$ cat config.mk
export PLATFORM = sky130hd
export DESIGN_NAME = ecc_72_64_check_and_correct
export DESIGN_NICKNAME = d
export VERILOG_FILES = /design/src/rtl/ecc7264_pkg.sv /design/src/rtl/ecc7264_decode.sv /design/src/rtl/ecc_72_64_check_and_correct.sv
export SDC_FILE = /design/constraint.sdc
export NUM_CORES = 1
export LEC_CHECK = 0
export ABC_AREA = 1
export BUFFER_PORTS_ARGS = -buffer_cell sky130_fd_sc_hd__buf_2
export CORE_MARGIN = 2
export CORE_UTILIZATION = 42
export CTS_CLUSTER_DIAMETER = 100
export DETAILED_ROUTE_END_ITERATION = 7
export GPL_TIMING_DRIVEN = 1
export HOLD_SLACK_MARGIN = 0.12
export PLACE_DENSITY = 0.74
export SYNTH_ARGS = -nofsm -noshare
export SYNTH_HDL_FRONTEND = slang
export SYNTH_SLANG_ARGS = --single-unit
$ cat constraint.sdc
create_clock -name clk -period 5.79 [get_ports clk]
set_input_delay 0.2895 -clock clk [delete_from_list [all_inputs] [get_ports clk]]
set_output_delay 0.2895 -clock clk [all_outputs]
set_load 0.03 [all_outputs]
$ cat src/rtl/ecc7264_pkg.sv
// ----------------------------------------------------------------------------
// ecc7264_pkg
// Check masks, syndrome decode table and result types for the 72/64 SECDED
// check-and-correct block.
// ----------------------------------------------------------------------------
package ecc7264_pkg;

	localparam int unsigned DATA_W  = 64;
	localparam int unsigned CHECK_W = 8;
	localparam int unsigned POS_W   = 7;

	localparam logic [7:0] SYN_OK = 8'hFF;
	localparam logic [7:0] SYN_XX = 8'hFE;
	localparam logic [7:0] K0 = 8'd64;
	localparam logic [7:0] K1 = 8'd65;
	localparam logic [7:0] K2 = 8'd66;
	localparam logic [7:0] K3 = 8'd67;
	localparam logic [7:0] K4 = 8'd68;
	localparam logic [7:0] K5 = 8'd69;
	localparam logic [7:0] K6 = 8'd70;
	localparam logic [7:0] K7 = 8'd71;
	localparam logic [7:0] XX = SYN_XX;

	typedef enum logic [1:0] {
		ST_CLEAN     = 2'd0,
		ST_CORRECTED = 2'd1,
		ST_UNCORR    = 2'd2
	} status_t;

	typedef struct packed {
		logic [DATA_W-1:0]  data;
		logic [CHECK_W-1:0] check;
		status_t            status;
		logic [POS_W-1:0]   position;
	} ecc_result_t;

	localparam logic [DATA_W-1:0] CHECK_MASKS [CHECK_W] = '{
		64'h0000e8423c0f99ff, 64'h00e8423c0f99ff00,
		64'he8423c0f99ff0000, 64'h423c0f99ff0000e8,
		64'h3c0f99ff0000e842, 64'h0f99ff0000e8423c,
		64'h99ff0000e8423c0f, 64'hff0000e8423c0f99
	};

	localparam logic [7:0] SYN_DECODE [256] = '{
		SYN_OK, K0, K1, XX, K2, XX, XX, 8'd47, K3, XX, XX, 8'd37, XX, 8'd35, 8'd39, XX,
		K4, XX, XX, 8'd48, XX, 8'd30, 8'd29, XX, XX, 8'd57, 8'd27, XX, 8'd31, XX, XX, XX,
		K5, XX, XX, 8'd17, XX, 8'd18, 8'd40, XX, XX, 8'd58, 8'd22, XX, 8'd21, XX, XX, XX,
		XX, 8'd16, 8'd49, XX, 8'd19, XX, XX, XX, 8'd23, XX, XX, XX, XX, 8'd20, XX, XX,
		K6, XX, XX, 8'd51, XX, 8'd46, 8'd9, XX, XX, 8'd34, 8'd10, XX, 8'd32, XX, XX, 8'd36,
		XX, 8'd62, 8'd50, XX, 8'd14, XX, XX, XX, 8'd13, XX, XX, XX, XX, XX, XX, XX,
		XX, 8'd61, 8'd8, XX, 8'd41, XX, XX, XX, 8'd11, XX, XX, XX, XX, XX, XX, XX,
		8'd15, XX, XX, XX, XX, XX, XX, XX, XX, XX, 8'd12, XX, XX, XX, XX, XX,
		K7, XX, XX, 8'd55, XX, 8'd45, 8'd43, XX, XX, 8'd56, 8'd38, XX, 8'd1, XX, XX, XX,
		XX, 8'd25, 8'd26, XX, 8'd2, XX, XX, XX, 8'd24, XX, XX, XX, XX, XX, 8'd28, XX,
		XX, 8'd59, 8'd54, XX, 8'd42, XX, XX, 8'd44, 8'd6, XX, XX, XX, XX, XX, XX, XX,
		8'd5, XX, XX, XX, XX, XX, XX, XX, XX, XX, XX, XX, XX, XX, XX, XX,
		XX, 8'd63, 8'd53, XX, 8'd0, XX, XX, XX, 8'd33, XX, XX, XX, XX, XX, XX, XX,
		8'd3, XX, XX, 8'd52, XX, XX, XX, XX, XX, XX, XX, XX, XX, XX, XX, XX,
		8'd7, XX, XX, XX, XX, XX, XX, XX, XX, 8'd60, XX, XX, XX, XX, XX, XX,
		XX, XX, XX, XX, 8'd4, XX, XX, XX, XX, XX, XX, XX, XX, XX, XX, XX
	};

endpackage

$ cat src/rtl/ecc7264_decode.sv
// ----------------------------------------------------------------------------
// ecc7264_decode
// Syndrome generation, table decode and single-bit correction for one
// 72-bit codeword. Purely combinational.
// ----------------------------------------------------------------------------
module ecc7264_decode (
	input  logic [ecc7264_pkg::DATA_W-1:0]  data_word,
	input  logic [ecc7264_pkg::CHECK_W-1:0] check_byte,
	output ecc7264_pkg::ecc_result_t        result
);
	import ecc7264_pkg::*;

	logic [CHECK_W-1:0] syndrome;
	logic [7:0]         pos;

	always_comb begin
		for (int k = 0; k < CHECK_W; k++) begin
			syndrome[k] = (^(data_word & CHECK_MASKS[k])) ^ check_byte[k];
		end
	end

	assign pos = SYN_DECODE[syndrome];

	always_comb begin
		result.data     = data_word;
		result.check    = check_byte;
		result.status   = ST_CORRECTED;
		result.position = pos[POS_W-1:0];
		if (pos == SYN_OK) begin
			result.status   = ST_CLEAN;
			result.position = '0;
		end else if (pos == SYN_XX) begin
			result.status   = ST_UNCORR;
			result.position = '0;
		end else if (pos[7:6] == 2'b00) begin
			result.data = data_word ^ (64'h1 << (6'd63 - pos[5:0]));
		end else begin
			result.check = check_byte ^ (8'h1 << pos[2:0]);
		end
	end

endmodule

$ cat src/rtl/ecc_72_64_check_and_correct.sv
// ----------------------------------------------------------------------------
// ecc_72_64_check_and_correct
// SECDED check and correct for 64 data bits plus an 8-bit check byte.
// Path from accepted item beat to result beat: input register, decode, result
// register. Throughput: one beat per cycle while result_stall does not hold the result.
// Reset clears both stage valid flags; the data registers are not reset.
// ----------------------------------------------------------------------------
module ecc_72_64_check_and_correct (
	input  logic                            clk,
	input  logic                            arst_n,
	input  logic                            item_valid,
	output logic                            item_stall,
	input  logic [ecc7264_pkg::DATA_W-1:0]  data_word,
	input  logic [ecc7264_pkg::CHECK_W-1:0] check_byte,
	output logic                            result_valid,
	input  logic                            result_stall,
	output logic [ecc7264_pkg::DATA_W-1:0]  fixed_data,
	output logic [ecc7264_pkg::CHECK_W-1:0] fixed_check,
	output logic [1:0]                      word_status,
	output logic [ecc7264_pkg::POS_W-1:0]   error_position
);
	import ecc7264_pkg::*;

	logic               valid_s1;
	logic [DATA_W-1:0]  data_s1;
	logic [CHECK_W-1:0] check_s1;
	logic               valid_s2;
	ecc_result_t        result_s2;
	ecc_result_t        decoded;
	logic               accept;
	logic               advance;

	assign advance    = valid_s1 && !(valid_s2 && result_stall);
	assign item_stall = valid_s1 && !advance;
	assign accept     = item_valid && !item_stall;

	always_ff @(posedge clk or negedge arst_n) begin
		if (!arst_n) begin
			valid_s1 <= 1'b0;
			valid_s2 <= 1'b0;
		end else begin
			valid_s1 <= accept || (valid_s1 && !advance);
			valid_s2 <= advance || (valid_s2 && result_stall);
		end
	end

	always_ff @(posedge clk) begin
		if (accept) begin
			data_s1  <= data_word;
			check_s1 <= check_byte;
		end
		if (advance) begin
			result_s2 <= decoded;
		end
	end

	ecc7264_decode u_decode (
		.data_word  (data_s1),
		.check_byte (check_s1),
		.result     (decoded)
	);

	assign result_valid   = valid_s2;
	assign fixed_data     = result_s2.data;
	assign fixed_check    = result_s2.check;
	assign word_status    = result_s2.status;
	assign error_position = result_s2.position;

endmodule

==> run metrics, run 1 <==
status=finished clean; post-CTS sizing=0; Setup Skew=about 0.017 ns; unrepaired setup endpoints after global routing=false; Max-Cap Viols=0; I/O pin total=159; first-pass GRT wire length=52470 um; max_slew headroom=35.62%; max-slew violations=0; Ys Warns=0; Critical Path RT=5.99 ns; Unique masters post-synth=42; Crit Path Category=reg -> reg; post-DP HPWL=between 20000 and 25000 um; Critical Path AT=roughly 5.3 ns; Port Buffer Count=roughly 160; Post-synth EDFFs=between 150 and 200; Final #Nets=1622; Critical Path Sink Type=flip-flop; die width=163.7 um; top-count cell post-synth=nand2_1; setup TNS=0 ns; critical-path maximum fanout=14; min cycle time layout=5.051 ns; die area=between 20000 and 30000 um^2; hold_ws=0.1563 ns; Avg Cell Area, Syn=8.101 um^2; grt total ovfl=0; ANT cells=0; antenna viol nets, final=0; Clock Latency Late Sink=between 0.4 and 0.5 ns; CP startpoint kind=flip-flop; mapped cell area=10720 um^2; P&R area growth vs syn=21.17%; synthesized net count=1403; most common library cells after synthesis=513 x nand2_1, 153 x edfxtp_1, 147 x nand3_1, 96 x inv_1, 54 x xor2_1; CTS Buf Count=17; top cell type's share of synthesized area=42.87%; largest net degree at the start of global routing=73; layout cell share with drive strength beyond 1=19.55%; drt drc=0; Die Height=163.7 um; Synth Register Bits=~160; GR Util All Layers=around a quarter; TritonCTS clock tree=done; cells after synthesis=1323; Max clock buf depth=2; final setup fails=0; gpl congestion=0.9592; Tightest Pin Transition=0.9657 ns; hold crit path type=in -> reg; Hold Fails Final Rpt=0; number of vias per cell=5.312; Core ar.=25110 um^2; clk sinks=around 160; Initial Utilization=42.68%; fmax=198.0 MHz; via count=10013; Async SR Flop Fraction=1.290%; CTS clock-pin slew for the worst setup and hold paths=0.07 ns; Tcrit/Tclk final=87.24%; initial antenna violation count=0; # rows=between 50 and 60; register area share after synthesis=43.33%; TritonRoute pass-1 iters=6; post-CTS setup buffers=0; DRT Wirelength=34440 um; vias in the first global route=9586; drt initial violations=897; H-tree depth=4; area leader, netlist=edfxtp_1; ys flop type=edfxtp_1; drt wl/cell=18.27 um; top cells by area, synth=edfxtp_1 43%, nand2_1 18%, nand3_1 6.9%; CTS Root Cell=clkbuf_16; hold_buf cts=74
-- registers in the layout, indices dropped and copies added, names as in the netlist --
signal          count
data_s1            64
fixed_data         64
valid_s1            1
result_valid        1
word_status         2
check_s1            8
fixed_check         8
error_position      7
-- cell usage in the layout, fill, tap and decap left out, types with 5 or more instances in the layout --
cell	instances
nand3b_1	21
o21ai_0	9
xnor2_1	53
nand3_2	14
xor2_1	54
nand2_4	6
o21ai_1	29
nor2_1	48
a21oi_1	17
dlygate4sd3_1	74
nand2_2	22
edfxtp_1	153
nand2_1	513
clkbuf_16	17
nand3_1	147
inv_6	5
nand4_1	23
inv_1	95
buf_2	158
nor2_2	15
inv_2	17
buf_4	11
nor3_4	5
nor2_4	5
-- logic make-up (layout without fill, tap and decap cells) --
| kind of cell | after synthesis | after routing | share of synthesized area [%] |
|---|---|---|---|
| adders and majority gates | 4 | 4 | 0.4670 |
| DFF | 155 | 155 | 43.33 |
| and+or+nand+nor | 831 | 831 | 36.31 |
| AOI/OAI and AO/OA | 62 | 62 | 3.210 |
| buffers and inverters | 162 | 394 | 7.635 |
| xor gates and xnor gates | 109 | 109 | 9.047 |
-- worst max-delay path, cell delays in order (launching register included) --
cell and delay [ns]:
edfxtp_1 0.50, xnor2_2 0.33, xnor2_2 0.18, xor2_1 0.21
xor2_1 0.20, xor2_1 0.19, xor2_1 0.23, xnor2_1 0.24
ha_1 0.32, nand3_1 0.28, nand2_1 0.19, nand2_1 0.13
nand3_2 0.13, nand2_1 0.07, a21oi_1 0.14, nand2_1 0.07
nand2_1 0.06, nand2_1 0.08, nand2_4 0.23, nand3_1 0.11
buf_4 0.22, nor2_2 0.45, nand2_1 0.11, nand2_1 0.08
nand2_1 0.05
-- final timing paths --
kind / startpoint / endpoint / slack, ns / cells after the start
max: data_s1[11]$_DFFE_PP_ / fixed_data[47]$_DFFE_PP_ / 0.74 / 24
max reg2reg: data_s1[11]$_DFFE_PP_ / fixed_data[47]$_DFFE_PP_ / 0.74 / 24
max in group asynchronous: arst_n / valid_s1$_DFF_PN0_ / 5.53 / 2
min in group asynchronous: arst_n / result_valid$_DFF_PN0_ / 0.17 / 2
min: result_stall / result_valid$_DFF_PN0_ / 0.16 / 3
min reg2reg: valid_s1$_DFF_PN0_ / result_valid$_DFF_PN0_ / 0.53 / 2
-- layout make-up --
class | instances | area (um^2)
clock buffers | 19 | 452.9
well taps | 330 | 412.9
multi-input cells | 1006 | 5266
fillers | 2385 | 12120
clock inverters | 13 | 143.9
flip-flops and latches | 155 | 4644
inverters | 119 | 451.7
repair buffers | 243 | 1614
-- metrics by stage --
step                      cell area [um^2]  util (%)  setup slack, ns  cells
after CTS                            12990     51.72           0.8109   1885
final                                12990     51.72           0.7390   1885
after floorplan                      10720         -           0.7544   1323
after detailed placement             11650     46.39           0.8165   1779
after global placement               11650     46.39           0.8320   1779
after global routing                 12990     51.72           0.3305   1885
-- layer usage --
layer | global-route usage, % | part of all wire [%] | up-vias
li1 | - | - | 4757
met4 | 11.24 | 4.4 | 0
met2 | 43.77 | 48 | 534
met3 | 4.040 | 8.2 | 88
met5 | 0 | 0 | -
met1 | 32.64 | 39 | 4634
Power of run 1 is left out: the tool's default activity adds up to more than one toggle a clock period on the data nets, which glitch-free logic cannot reach.
==> run 2: changes to the inputs <==
PLACE_DENSITY = unset   (was 0.74)
RECOVER_POWER = 50   (was unset)
==> run metrics, run 2 (synthesis results as in run 1) <==
status=finished with violations (was finished clean); failing checks=max-capacitance violations, max-slew violations; Crit Path Category=reg -> reg (unchanged); CTS clock-pin slew for the worst setup and hold paths=0.07 ns (about the same); Die Height=163.7 um (unchanged); clk sinks=155 (unchanged); drt initial violations=796 (was 897); Critical Path Sink Type=flip-flop (unchanged); post-CTS setup buffers=0 (unchanged); reg2reg path depth=23 (was 24); commonest non-fill, non-tap cell in the layout=nand2_1 (unchanged); Max clock buf depth=2 (unchanged); final setup fails=0 (unchanged); antenna viol nets, final=0 (unchanged); unrepaired setup endpoints after global routing=false (unchanged); Port Buffer Count=158 (unchanged); initial antenna violation count=0 (unchanged); layout cell share with drive strength beyond 1=13.36% (was 19.55%); dpl cells=1781 (was 1779); die width=163.7 um (unchanged); Critical Path Start=data_s1[11]$_DFFE_PP_ (unchanged); Filler cells=2513 (was 2385); Crit Reg-Reg Endpoint=error_position[3]$_SDFFCE_PP0P_ (was fixed_data[47]$_DFFE_PP_); Clock Latency Late Sink=0.44 ns (about the same); CTS Buf Count=17 (unchanged); post-CTS sizing=0 (unchanged); setup TNS=0 ns (unchanged); Non-Filler Instances=1887 (was 1885); largest net degree at the start of global routing=73 (unchanged); die area=26810 um^2 (unchanged); gpl congestion=0.9221 (was 0.9592); TritonCTS clock tree=done (unchanged); number of vias per cell=5.175 (was 5.312); Critical Path RT=6.03 ns (was 5.99 ns); Layout Utilization=51.39% (was 51.72%); Initial Utilization=42.68% (unchanged); via count=9765 (was 10013); hold_ws=0.09902 ns (was 0.1563 ns); first-pass GRT wire length=54190 um (was 52470 um); Max-Cap Viols=2 (was 0); R2R Setup Slk=0.64 ns (was 0.74 ns); DRT Wirelength=36230 um (was 34440 um); H-tree depth=4 (unchanged); # rows=58 (unchanged); Critical Path AT=5.39 ns (was 5.25 ns); CP startpoint kind=flip-flop (unchanged); max-slew violations=107 (was 0); Setup Skew=0.01438 ns (was 0.01723 ns); min cycle time layout=5.151 ns (was 5.051 ns); fmax=194.2 MHz (was 198.0 MHz); hold crit path type=in -> reg (unchanged); vias in the first global route=9241 (was 9586); CTS Root Cell=clkbuf_16 (unchanged); Hold Fails Final Rpt=0 (unchanged); GR Util All Layers=27.49% (was 25.80%); Tightest Pin Transition=4.373 ns (was 0.9657 ns); critical-path maximum fanout=18 (was 14); drt drc=0 (unchanged); ANT cells=0 (unchanged); Final #Nets=1624 (was 1622); RR Startpoint=data_s1[11]$_DFFE_PP_ (unchanged); Worst Setup EP=error_position[3]$_SDFFCE_PP0P_ (was fixed_data[47]$_DFFE_PP_); I/O pin total=159 (unchanged); Core ar.=25110 um^2 (unchanged); leading cell types in the layout, fill and taps excluded=513 x nand2_1, 153 x edfxtp_1, 147 x nand3_1 (was 513 x nand2_1, 158 x buf_2, 153 x edfxtp_1); P&R area growth vs syn=20.39% (was 21.17%); drt wl/cell=19.20 um (was 18.27 um); Tcrit/Tclk final=88.96% (was 87.24%); hold path depth=3 (unchanged); post-DP HPWL=27000 um (was 24810 um); max_slew headroom=-191.5% (was 35.62%); TritonRoute pass-1 iters=5 (was 6); grt total ovfl=0 (unchanged)
## run 2: cell type report
type / count / area (um^2) / share of cell area (%)
Tap cell: 330 / 412.9 / 3.200
Multi-Input combinational cell: 1006 / 5255 / 40.73
Timing Repair Buffer: 245 / 1505 / 11.66
Clock inverter: 14 / 195.2 / 1.513
Inverter: 119 / 451.7 / 3.500
Clock buffer: 18 / 439.2 / 3.403
Sequential cell: 155 / 4644 / 35.99
## run 2: critical path, cell delays in order (launching register included)
cell	delay, ns
edfxtp_1	0.50
xnor2_2	0.30
xnor2_2	0.17
xor2_1	0.20
xor2_1	0.19
xor2_1	0.19
xor2_1	0.27
xnor2_1	0.20
inv_1	0.12
ha_1	0.33
nand3_4	0.16
nor2_2	0.19
nand2_1	0.10
a21oi_1	0.29
nand2_1	0.11
nand2_2	0.11
nor2_1	0.08
a21oi_4	0.59
nor2_1	0.15
nand2_1	0.11
inv_1	0.06
nand2_1	0.09
nand2_2	0.15
nor2_1	0.28
## run 2: stage by stage
step | cell area [um^2] | worst slack (ns)
after floorplan | 10720 | 0.7544
after global placement | 11660 | 0.7062
after detailed placement | 11660 | 0.7666
after CTS | 13040 | 0.7354
after global routing | 12900 | 0.3139
final | 12900 | 0.6394
## run 2: layer usage
layer  wire length [um]  global-route usage (%)  vias to the layer above
met2              17240                   44.77                      321
met3               1960                   4.242                       74
met5                  0                       0                        -
met4               1515                   12.64                        0
met1              15510                   36.13                     4618
li1                   -                       -                     4752
## run 2: worst min path at each step
stage,start,endpoint,slack [ns]
3_3_place_gp,arst_n,result_valid$_DFF_PN0_,0.08
3_5_place_dp,arst_n,result_valid$_DFF_PN0_,0.08
5_1_grt,result_stall,result_valid$_DFF_PN0_,0.13
4_1_cts,result_stall,result_valid$_DFF_PN0_,0.12
6_report,result_stall,result_valid$_DFF_PN0_,0.1
2_1_floorplan,arst_n,result_valid$_DFF_PN0_,-0.006
## run 2: repair_timing
| action | 4_1_cts | 5_1_grt |
|---|---|---|
| hold buffers | 74 | 0 |
| hold endpoints to repair | 75 | 0 |
| endpoints found under the setup margin | 0 | 0 |
Power of run 2 is left out for the same reason.
